**src/rtl/rsc_pkg.sv**
```systemverilog
package rsc_pkg;

    localparam int STACK_DEPTH = 128;
    localparam int CNT_W       = $clog2(STACK_DEPTH + 1);
    localparam int IDX_W       = $clog2(STACK_DEPTH);
    localparam int WORD_W      = 32;
    localparam int STEP_W      = $clog2(WORD_W);

    localparam logic [2:0] STAT_OK        = 3'd0;
    localparam logic [2:0] STAT_VALUE     = 3'd1;
    localparam logic [2:0] STAT_OVERFLOW  = 3'd2;
    localparam logic [2:0] STAT_UNDERFLOW = 3'd3;
    localparam logic [2:0] STAT_DIVZERO   = 3'd4;
    localparam logic [2:0] STAT_QUIT      = 3'd5;
    localparam logic [2:0] STAT_STOPPED   = 3'd6;

    localparam logic [7:0] CH_TAB   = 8'd9;
    localparam logic [7:0] CH_CR    = 8'd13;
    localparam logic [7:0] CH_SPACE = 8'd32;
    localparam logic [7:0] CH_ZERO  = 8'h30;
    localparam logic [7:0] CH_NINE  = 8'h39;
    localparam logic [7:0] CH_PLUS  = 8'h2b;
    localparam logic [7:0] CH_MINUS = 8'h2d;
    localparam logic [7:0] CH_STAR  = 8'h2a;
    localparam logic [7:0] CH_SLASH = 8'h2f;
    localparam logic [7:0] CH_EQUAL = 8'h3d;

    typedef enum logic [1:0] {
        OP_ADD,
        OP_SUB,
        OP_MUL,
        OP_DIV
    } t_alu_op;

    typedef struct packed {
        logic    start;
        t_alu_op op;
    } t_alu_req;

    typedef struct packed {
        logic              done;
        logic [WORD_W-1:0] result;
    } t_alu_rsp;

    typedef enum logic [2:0] {
        ALU_IDLE,
        ALU_MUL,
        ALU_DIV,
        ALU_FIX,
        ALU_DONE
    } t_alu_state;

    typedef enum logic [2:0] {
        S_IDLE,
        S_RD_RHS,
        S_RD_LHS,
        S_ALU,
        S_EQ,
        S_DONE
    } t_state;

endpackage

```
**src/rtl/rsc_alu.sv**
```systemverilog
module rsc_alu
    import rsc_pkg::*;
(
    input  logic              i_clk,
    input  logic              i_rst_n,
    input  t_alu_req          i_req,
    input  logic [WORD_W-1:0] i_a,
    input  logic [WORD_W-1:0] i_b,
    output t_alu_rsp          o_rsp
);

    t_alu_state r_state, n_state;
    logic [STEP_W-1:0] r_cnt, n_cnt;
    logic [WORD_W-1:0] r_a, n_a;
    logic [WORD_W-1:0] r_b, n_b;
    logic [WORD_W-1:0] r_acc, n_acc;
    logic [WORD_W-1:0] r_res, n_res;
    logic              r_neg, n_neg;

    logic [WORD_W:0]   w_x, w_y;
    logic              w_sub;
    logic [WORD_W+1:0] w_sum;
    logic [WORD_W-1:0] w_mag_a, w_mag_b;
    logic              w_last;

    assign w_mag_a = i_a[WORD_W-1] ? (~i_a + WORD_W'(1)) : i_a;
    assign w_mag_b = i_b[WORD_W-1] ? (~i_b + WORD_W'(1)) : i_b;
    assign w_last  = (r_cnt == STEP_W'(WORD_W - 1));

    // shared add-subtract unit
    always_comb begin
        w_x   = {1'b0, i_a};
        w_y   = {1'b0, i_b};
        w_sub = (i_req.op == OP_SUB);
        case (r_state)
            ALU_MUL: begin
                w_x   = {1'b0, r_acc};
                w_y   = {1'b0, r_a};
                w_sub = 1'b0;
            end
            ALU_DIV: begin
                w_x   = {r_acc, r_b[WORD_W-1]};
                w_y   = {1'b0, r_a};
                w_sub = 1'b1;
            end
            ALU_FIX: begin
                w_x   = '0;
                w_y   = {1'b0, r_b};
                w_sub = r_neg;
            end
            default: begin
            end
        endcase
        w_sum = w_sub ? ({1'b0, w_x} - {1'b0, w_y}) : ({1'b0, w_x} + {1'b0, w_y});
    end

    always_comb begin
        n_state = r_state;
        case (r_state)
            ALU_IDLE: begin
                if (i_req.start) begin
                    case (i_req.op)
                        OP_MUL:  n_state = ALU_MUL;
                        OP_DIV:  n_state = ALU_DIV;
                        default: n_state = ALU_DONE;
                    endcase
                end
            end
            ALU_MUL:  if (w_last) n_state = ALU_DONE;
            ALU_DIV:  if (w_last) n_state = ALU_FIX;
            ALU_FIX:  n_state = ALU_DONE;
            ALU_DONE: n_state = ALU_IDLE;
            default:  n_state = ALU_IDLE;
        endcase
    end

    always_comb begin
        n_cnt = r_cnt;
        n_a   = r_a;
        n_b   = r_b;
        n_acc = r_acc;
        n_res = r_res;
        n_neg = r_neg;
        case (r_state)
            ALU_IDLE: begin
                n_cnt = '0;
                if (i_req.start) begin
                    case (i_req.op)
                        OP_MUL: begin
                            n_a   = i_a;
                            n_b   = i_b;
                            n_acc = '0;
                        end
                        OP_DIV: begin
                            n_a   = w_mag_b;
                            n_b   = w_mag_a;
                            n_acc = '0;
                            n_neg = i_a[WORD_W-1] ^ i_b[WORD_W-1];
                        end
                        default: n_res = w_sum[WORD_W-1:0];
                    endcase
                end
            end
            ALU_MUL: begin
                n_cnt = r_cnt + STEP_W'(1);
                if (r_b[0]) n_acc = w_sum[WORD_W-1:0];
                n_a = {r_a[WORD_W-2:0], 1'b0};
                n_b = {1'b0, r_b[WORD_W-1:1]};
                if (w_last) n_res = r_b[0] ? w_sum[WORD_W-1:0] : r_acc;
            end
            ALU_DIV: begin
                n_cnt = r_cnt + STEP_W'(1);
                if (!w_sum[WORD_W+1]) begin
                    n_acc = w_sum[WORD_W-1:0];
                    n_b   = {r_b[WORD_W-2:0], 1'b1};
                end else begin
                    n_acc = w_x[WORD_W-1:0];
                    n_b   = {r_b[WORD_W-2:0], 1'b0};
                end
            end
            ALU_FIX: n_res = w_sum[WORD_W-1:0];
            default: begin
            end
        endcase
    end

    always_ff @(posedge i_clk) begin
        if (!i_rst_n) begin
            r_state <= ALU_IDLE;
        end else begin
            r_state <= n_state;
        end
    end

    always_ff @(posedge i_clk) begin
        r_cnt <= n_cnt;
        r_a   <= n_a;
        r_b   <= n_b;
        r_acc <= n_acc;
        r_res <= n_res;
        r_neg <= n_neg;
    end

    assign o_rsp.done   = (r_state == ALU_DONE);
    assign o_rsp.result = r_res;

endmodule

```
**src/rtl/rpn_stack_calculator_top.sv**
```systemverilog
// Reverse Polish evaluator: one character per input transaction, exactly one result
// transaction per character. Digits push, + - * / pop two values and push the result
// (32-bit wrap, division truncates toward zero), = reports the top value and empties the
// stack, whitespace does nothing. A fault or an unknown character is reported once and the
// block then answers stopped until reset. The stack is a 128-entry single-port-write memory
// with a registered read and needs no clearing after reset. An operator has its right and
// left operands read from the stack in turn before the shared add-subtract unit works out
// the result; multiply and divide retire one bit per cycle in that unit, and a division by
// zero is reported without starting it.
// The block takes no new character while one is being worked on; a finished result waits in
// the output register so the next character can be taken before it is collected.
module rpn_stack_calculator_top
    import rsc_pkg::*;
(
    input  logic               i_clk,
    input  logic               i_rst_n,
    input  logic               i_valid,
    output logic               o_ready,
    input  logic [7:0]         i_char_code,
    output logic               o_valid,
    input  logic               i_ready,
    output logic [2:0]         o_status,
    output logic signed [31:0] o_value
);

    logic [WORD_W-1:0] r_stack [STACK_DEPTH];
    logic [WORD_W-1:0] r_rd_data;

    t_state            r_state, n_state;
    logic [CNT_W-1:0]  r_count, n_count;
    logic              r_stopped, n_stopped;
    t_alu_op           r_op, n_op;
    logic [WORD_W-1:0] r_rhs, n_rhs;
    logic [2:0]        r_res_status, n_res_status;
    logic [WORD_W-1:0] r_res_value, n_res_value;
    logic              r_out_valid, n_out_valid;
    logic [2:0]        r_out_status, n_out_status;
    logic [WORD_W-1:0] r_out_value, n_out_value;

    logic              w_we, w_re;
    logic [IDX_W-1:0]  w_waddr, w_raddr;
    logic [WORD_W-1:0] w_wdata;
    logic [CNT_W-1:0]  w_cnt_dec;
    logic              w_ws, w_digit, w_arith, w_eq, w_empty, w_full, w_load;
    t_alu_op           w_char_op;
    t_alu_req          w_alu_req;
    t_alu_rsp          w_alu_rsp;

    assign w_cnt_dec = r_count - CNT_W'(1);
    assign w_empty   = (r_count == '0);
    assign w_full    = (r_count >= CNT_W'(STACK_DEPTH));
    assign w_load    = !r_out_valid || i_ready;

    always_comb begin
        w_ws    = (i_char_code == CH_SPACE) || (i_char_code inside {[CH_TAB:CH_CR]});
        w_digit = i_char_code inside {[CH_ZERO:CH_NINE]};
        w_arith = i_char_code inside {CH_PLUS, CH_MINUS, CH_STAR, CH_SLASH};
        w_eq    = (i_char_code == CH_EQUAL);
        case (i_char_code)
            CH_MINUS: w_char_op = OP_SUB;
            CH_STAR:  w_char_op = OP_MUL;
            CH_SLASH: w_char_op = OP_DIV;
            default:  w_char_op = OP_ADD;
        endcase
    end

    always_comb begin
        n_state = r_state;
        case (r_state)
            S_IDLE: begin
                if (i_valid) begin
                    n_state = S_DONE;
                    if (!r_stopped && !w_ws && !w_empty) begin
                        if (w_arith)   n_state = S_RD_RHS;
                        else if (w_eq) n_state = S_EQ;
                    end
                end
            end
            S_RD_RHS: n_state = w_empty ? S_DONE : S_RD_LHS;
            S_RD_LHS: begin
                if (r_op == OP_DIV && r_rhs == '0) n_state = S_DONE;
                else                               n_state = S_ALU;
            end
            S_ALU:    if (w_alu_rsp.done) n_state = S_DONE;
            S_EQ:     n_state = S_DONE;
            S_DONE:   if (w_load) n_state = S_IDLE;
            default:  n_state = S_IDLE;
        endcase
    end

    always_comb begin
        n_count      = r_count;
        n_stopped    = r_stopped;
        n_op         = r_op;
        n_rhs        = r_rhs;
        n_res_status = r_res_status;
        n_res_value  = r_res_value;
        n_out_valid  = r_out_valid && !i_ready;
        n_out_status = r_out_status;
        n_out_value  = r_out_value;
        w_we         = 1'b0;
        w_re         = 1'b0;
        w_waddr      = r_count[IDX_W-1:0];
        w_raddr      = w_cnt_dec[IDX_W-1:0];
        w_wdata      = {{(WORD_W-4){1'b0}}, i_char_code[3:0]};
        w_alu_req    = '{start: 1'b0, op: r_op};
        case (r_state)
            S_IDLE: begin
                if (i_valid) begin
                    n_res_status = STAT_OK;
                    n_res_value  = '0;
                    n_op         = w_char_op;
                    if (r_stopped) begin
                        n_res_status = STAT_STOPPED;
                    end else if (w_ws) begin
                        n_res_status = STAT_OK;
                    end else if (w_digit) begin
                        if (w_full) begin
                            n_res_status = STAT_OVERFLOW;
                            n_stopped    = 1'b1;
                        end else begin
                            w_we    = 1'b1;
                            n_count = r_count + CNT_W'(1);
                        end
                    end else if (w_arith || w_eq) begin
                        if (w_empty) begin
                            n_res_status = STAT_UNDERFLOW;
                            n_stopped    = 1'b1;
                        end else begin
                            w_re    = 1'b1;
                            n_count = w_eq ? '0 : w_cnt_dec;
                        end
                    end else begin
                        n_res_status = STAT_QUIT;
                        n_stopped    = 1'b1;
                    end
                end
            end
            S_RD_RHS: begin
                n_rhs = r_rd_data;
                if (w_empty) begin
                    n_res_status = STAT_UNDERFLOW;
                    n_stopped    = 1'b1;
                end else begin
                    w_re    = 1'b1;
                    n_count = w_cnt_dec;
                end
            end
            S_RD_LHS: begin
                if (r_op == OP_DIV && r_rhs == '0) begin
                    n_res_status = STAT_DIVZERO;
                    n_stopped    = 1'b1;
                end else begin
                    w_alu_req.start = 1'b1;
                end
            end
            S_ALU: begin
                w_wdata = w_alu_rsp.result;
                if (w_alu_rsp.done) begin
                    w_we         = 1'b1;
                    n_count      = r_count + CNT_W'(1);
                    n_res_status = STAT_OK;
                end
            end
            S_EQ: begin
                n_res_status = STAT_VALUE;
                n_res_value  = r_rd_data;
            end
            S_DONE: begin
                if (w_load) begin
                    n_out_valid  = 1'b1;
                    n_out_status = r_res_status;
                    n_out_value  = r_res_value;
                end
            end
            default: begin
            end
        endcase
    end

    rsc_alu u_alu (
        .i_clk   (i_clk),
        .i_rst_n (i_rst_n),
        .i_req   (w_alu_req),
        .i_a     (r_rd_data),
        .i_b     (r_rhs),
        .o_rsp   (w_alu_rsp)
    );

    always_ff @(posedge i_clk) begin
        if (w_we) r_stack[w_waddr] <= w_wdata;
        if (w_re) r_rd_data <= r_stack[w_raddr];
    end

    always_ff @(posedge i_clk) begin
        if (!i_rst_n) begin
            r_state     <= S_IDLE;
            r_count     <= '0;
            r_stopped   <= 1'b0;
            r_out_valid <= 1'b0;
        end else begin
            r_state     <= n_state;
            r_count     <= n_count;
            r_stopped   <= n_stopped;
            r_out_valid <= n_out_valid;
        end
    end

    always_ff @(posedge i_clk) begin
        r_op         <= n_op;
        r_rhs        <= n_rhs;
        r_res_status <= n_res_status;
        r_res_value  <= n_res_value;
        r_out_status <= n_out_status;
        r_out_value  <= n_out_value;
    end

    assign o_ready  = (r_state == S_IDLE);
    assign o_valid  = r_out_valid;
    assign o_status = r_out_status;
    assign o_value  = $signed(r_out_value);

`ifndef ASSERT_OFF
    a_value_zero: assert property (@(posedge i_clk) disable iff (!i_rst_n)
        o_valid && o_status != STAT_VALUE |-> o_value == '0)
        else $error("nonzero value with non-value status");

    a_count_range: assert property (@(posedge i_clk) disable iff (!i_rst_n)
        r_count <= CNT_W'(STACK_DEPTH))
        else $error("stack count beyond depth");

    a_stop_sticky: assert property (@(posedge i_clk) disable iff (!i_rst_n)
        r_stopped |=> r_stopped)
        else $error("stopped flag cleared without reset");

    a_alu_done_ctx: assert property (@(posedge i_clk) disable iff (!i_rst_n)
        w_alu_rsp.done |-> r_state == S_ALU)
        else $error("alu finished outside of alu wait");
`endif

endmodule
```
**config.mk**
```make
export PLATFORM = sky130hd
export DESIGN_NAME = rpn_stack_calculator_top
export DESIGN_NICKNAME = d
export VERILOG_FILES = /design/src/rtl/rsc_pkg.sv /design/src/rtl/rsc_alu.sv /design/src/rtl/rpn_stack_calculator_top.sv
export SDC_FILE = /design/constraint.sdc
export NUM_CORES = 2
export LEC_CHECK = 0
export BUFFER_PORTS_ARGS = -buffer_cell sky130_fd_sc_hd__buf_2
export CELL_PAD_IN_SITES_DETAIL_PLACEMENT = 0
export CELL_PAD_IN_SITES_GLOBAL_PLACEMENT = 2
export CORE_AREA = 2 2 751 753
export CTS_BUF_LIST = sky130_fd_sc_hd__clkbuf_8
export CTS_CLUSTER_SIZE = 30
export DETAILED_ROUTE_END_ITERATION = 6
export DIE_AREA = 0 0 753 755
export GPL_ROUTABILITY_DRIVEN = 0
export GPL_TIMING_DRIVEN = 0
export PLACE_DENSITY = 0.6
export SLEW_MARGIN = 20
export SYNTH_ARGS = -nofsm -noshare
export SYNTH_HDL_FRONTEND = slang
export SYNTH_SLANG_ARGS = --single-unit
```
**constraint.sdc**
```tcl
create_clock -name i_clk -period 6.5 [get_ports i_clk]
set_input_delay 1.3 -clock i_clk [delete_from_list [all_inputs] [get_ports i_clk]]
set_output_delay 1.3 -clock i_clk [all_outputs]
set_load 0.005 [all_outputs]
```
==> impl_metrics.tcl <==
set metrics [dict create \
    finClkSkew_ns 0.0812 \
    tightest_slew_ns 1.19 \
    initial_core_util_pct 31.0 \
    drive_gt1_share_pct 31.1 \
    cts_hold_buf 0 \
    clockBufferDepth 4 \
    yosysUniqueCellTypes 76 \
    clock_sink_count 4382 \
    final_area_mm2 0.203 \
    dr.pass1.iters 7 \
    cts_tree "done" \
    slew_viol_final 0 \
    power.density_mw_per_mm2 499 \
    r2r_end "r_rd_data[18]$_DFFE_PP_" \
    arrival_ns 7.34 \
    synth_area_leaders "edfxtp_1 (76%), mux4_2 (17%), clkbuf_1 (0.72%)" \
    cts_buffers 729 \
    root_buffer "clkbuf_8" \
    grt_pass1_wl_mm 705 \
    grt_overflow 0 \
    finalWirelength_mm 512 \
    avgSynthCellArea_um2 22.2 \
    status "completed" \
    first_global_vias 89600 \
    rows 275 \
    holdPathEnd "o_value[21]$_DFFE_PP_" \
    critical_path_required_ns 7.44 \
    r2r_start "r_count[0]$_SDFFE_PN0P_" \
    worstSetupPathType "reg -> reg" \
    setup_viol 0 \
    wl_per_cell_um 30.3 \
    cp-end-kind "flop" \
    viasPerCell 5.11 \
    path_max_fanout 18 \
    start_kind "flop" \
    hold_viol 0 \
    yosysTopAreaCell "edfxtp_1" \
    vias 86200 \
    rrSetupSlack_ns 0.10 \
    ant_nets 0 \
    place_area_mm2 0.190 \
    peakVddDrop_mv 0.620 \
    grtUsageTotal_pct 17.5 \
    yosysWarnings 0 \
    drt-initial-drc-count 9810 \
    cts_max_level 6 \
    clk_pin_slew_ns 0.07 \
    core_area_mm2 0.560 \
    utilization_pct 36.3 \
    syn-num-nets 7856 \
    synth_top_flop_cell "edfxtp_1" \
    finalWorstSetupSlack_ns 0.101 \
    place.detailed.hpwl_mm 366 \
    synth-edff-count 4366 \
    drv_cap 0 \
    synth_top_area_share_pct 75.6 \
    min_path_cells 0 \
    power.leakage_uw 0.0653 \
    synth_cells 7802 \
    yosys_register_bits 4382 \
    dp_slack_ns -1.20 \
    ys_seq_area_share_pct 75.8 \
    antenna_found_initial 65 \
    die_w_um 753 \
    fmax_mhz 156 \
    async_reset_ff_share_pct 0 \
    port_buffers 48 \
    syn_area_mm2 0.173 \
    grt_max_degree 129 \
    worst_hold_slack_ns 0.412 \
    rr_worst_depth 15 \
    layout.nets 8892 \
    io_pins 49 \
    min_from "r_res_value[21]$_SDFFCE_PN0P_" \
    hold_path.class "reg -> reg" \
    die_y_um 755 \
    drc 0 \
    dieArea_mm2 0.569 \
    relSlewSlack_pct 20.8 \
    period_minus_slack_ns 6.40 \
    clock_latency_ns 1.28 \
    area_delta_synth_final_pct 17.2 \
    fin_crit_sh_pct 98.5 \
]
where the power goes:
| group | internal [µW] | switching [µW] | leakage [µW] |
|---|---|---|---|
| combinational | 16900 | 29100 | 0.0154 |
| sequential | 32400 | 775 | 0.0425 |
| clock | 10900 | 11100 | 0.00737 |
synthesized netlist by cell type, types with 36 or more instances:
| master | instances |
|---|---|
| a21oi_1 | 165 |
| a22oi_1 | 71 |
| and3_1 | 74 |
| buf_1 | 97 |
| clkbuf_1 | 331 |
| edfxtp_1 | 4366 |
| ha_1 | 41 |
| inv_1 | 36 |
| mux2_2 | 45 |
| mux2i_1 | 83 |
| mux4_2 | 1344 |
| nand2_1 | 223 |
| nor2_1 | 275 |
| o21ai_0 | 141 |
| xor2_1 | 89 |
routing by layer:
layer  up-vias  track usage (%)  share of wire (%)
met5         -                0              0.013
met3       732             2.98                6.4
met1     46800             23.2                 41
li1      35400                -                  -
met4        10             5.56                3.1
met2      3236             29.5                 49
registers in the layout, summed over array words and instances (netlist names), 5 cells and up:
register     count
r_stack       4096
o_value         32
r_rd_data       32
r_res_value     32
r_rhs           32
u_alu.r_a       32
u_alu.r_acc     32
u_alu.r_b       32
u_alu.r_res     32
r_count          8
u_alu.r_cnt      5
cell usage in the layout, fill, tap and decap left out, types with 15 or more instances in the layout:
master	count
nor2_1	144
mux4_2	1344
dfxtp_1	16
clkbuf_1	240
clkinvlp_4	19
xor2_1	85
ha_1	41
buf_1	51
buf_2	78
and3_1	46
o22ai_1	32
edfxtp_1	4366
nand2b_1	16
o31ai_1	22
a211oi_1	33
nor3_1	17
inv_1	262
buf_4	15
o21ai_0	135
inv_8	15
nand2_1	223
diode_2	35
clkbuf_2	107
and2_1	15
a21oi_1	159
mux2_2	41
clkbuf_8	740
clkinv_1	173
buf_12	127
clkinv_2	69
nand3_1	25
nor2_4	130
a31oi_1	16
a22oi_1	70
xnor2_1	34
buf_16	115
mux2i_1	83
and3_4	28
nor2b_1	16
or3_1	17
cell type report:
type / instances / area (µm²)
Antenna cell: 35 / 87.6
Multi-Input combinational cell: 2935 / 41400
Tap cell: 7479 / 9360
Inverter: 36 / 135
Timing Repair Buffer: 306 / 6090
Clock inverter: 526 / 2610
Fill cell: 51300 / 357000
Sequential cell: 4382 / 131000
Buffer: 448 / 1980
Clock buffer: 740 / 10200
how the worst max path moves through the flow:
stage          slack, ns                     startpoint                   endpoint
2_1_floorplan       0.93             r_rhs[0]$_DFFE_PP_   u_alu.r_acc[0]$_DFFE_PP_
3_3_place_gp       -3.82        r_count[0]$_SDFFE_PN0P_    r_rd_data[23]$_DFFE_PP_
3_5_place_dp       -1.20        r_count[0]$_SDFFE_PN0P_    r_rd_data[18]$_DFFE_PP_
4_1_cts             0.04  u_alu.r_state[1]$_SDFFE_PN0P_  u_alu.r_acc[17]$_DFFE_PP_
5_1_grt           -0.008  u_alu.r_state[1]$_SDFFE_PN0P_   u_alu.r_acc[6]$_DFFE_PP_
6_report            0.10        r_count[0]$_SDFFE_PN0P_    r_rd_data[18]$_DFFE_PP_
cell families (layout without fill, tap and decap cells):
logic type      count (synthesis)  after routing  share of synthesized area [%]
other cells                     0             35                              0
xor+xnor                      123            123                          0.621
flops                        4382           4382                           75.8
compound gates                561            561                           2.00
mux                          1474           1474                           18.2
fa+ha+maj                      42             42                          0.307
buf+inv                       485           2056                           1.11
simple gates                  735            735                           1.93
per-stage QoR:
| stage | instances | power (µW) | TNS (ns) |
|---|---|---|---|
| after floorplan | 7802 | 57400 | 0 |
| after global placement | 15300 | 78800 | -7002.10 |
| after detailed placement | 15600 | 79600 | -63.60 |
| after CTS | 16800 | 102000 | 0 |
| after global routing | 16900 | 105000 | -0.0135 |
| final | 16900 | 101000 | 0 |
worst max-delay path, stage by stage, from the launching register on:
cell	delay (ns)
dfxtp_1	0.36
clkbuf_2	0.28
buf_2	0.28
clkbuf_2	0.33
buf_12	0.24
inv_1	0.14
ha_1	0.38
clkbuf_1	0.34
clkbuf_4	0.43
clkbuf_2	0.37
buf_12	0.23
clkdlybuf4s15_2	0.51
mux4_2	0.37
mux4_2	0.63
mux4_2	0.66
mux2_2	0.41
repair_timing:
| action | 4_1_cts | 5_1_grt |
|---|---|---|
| resized for setup | 39 | 24 |
| setup endpoints to repair | 70 | 31 |
| setup buffers | 5 | 3 |
| pin swaps | 2 | 0 |
(Power assumes the default switching activity.)
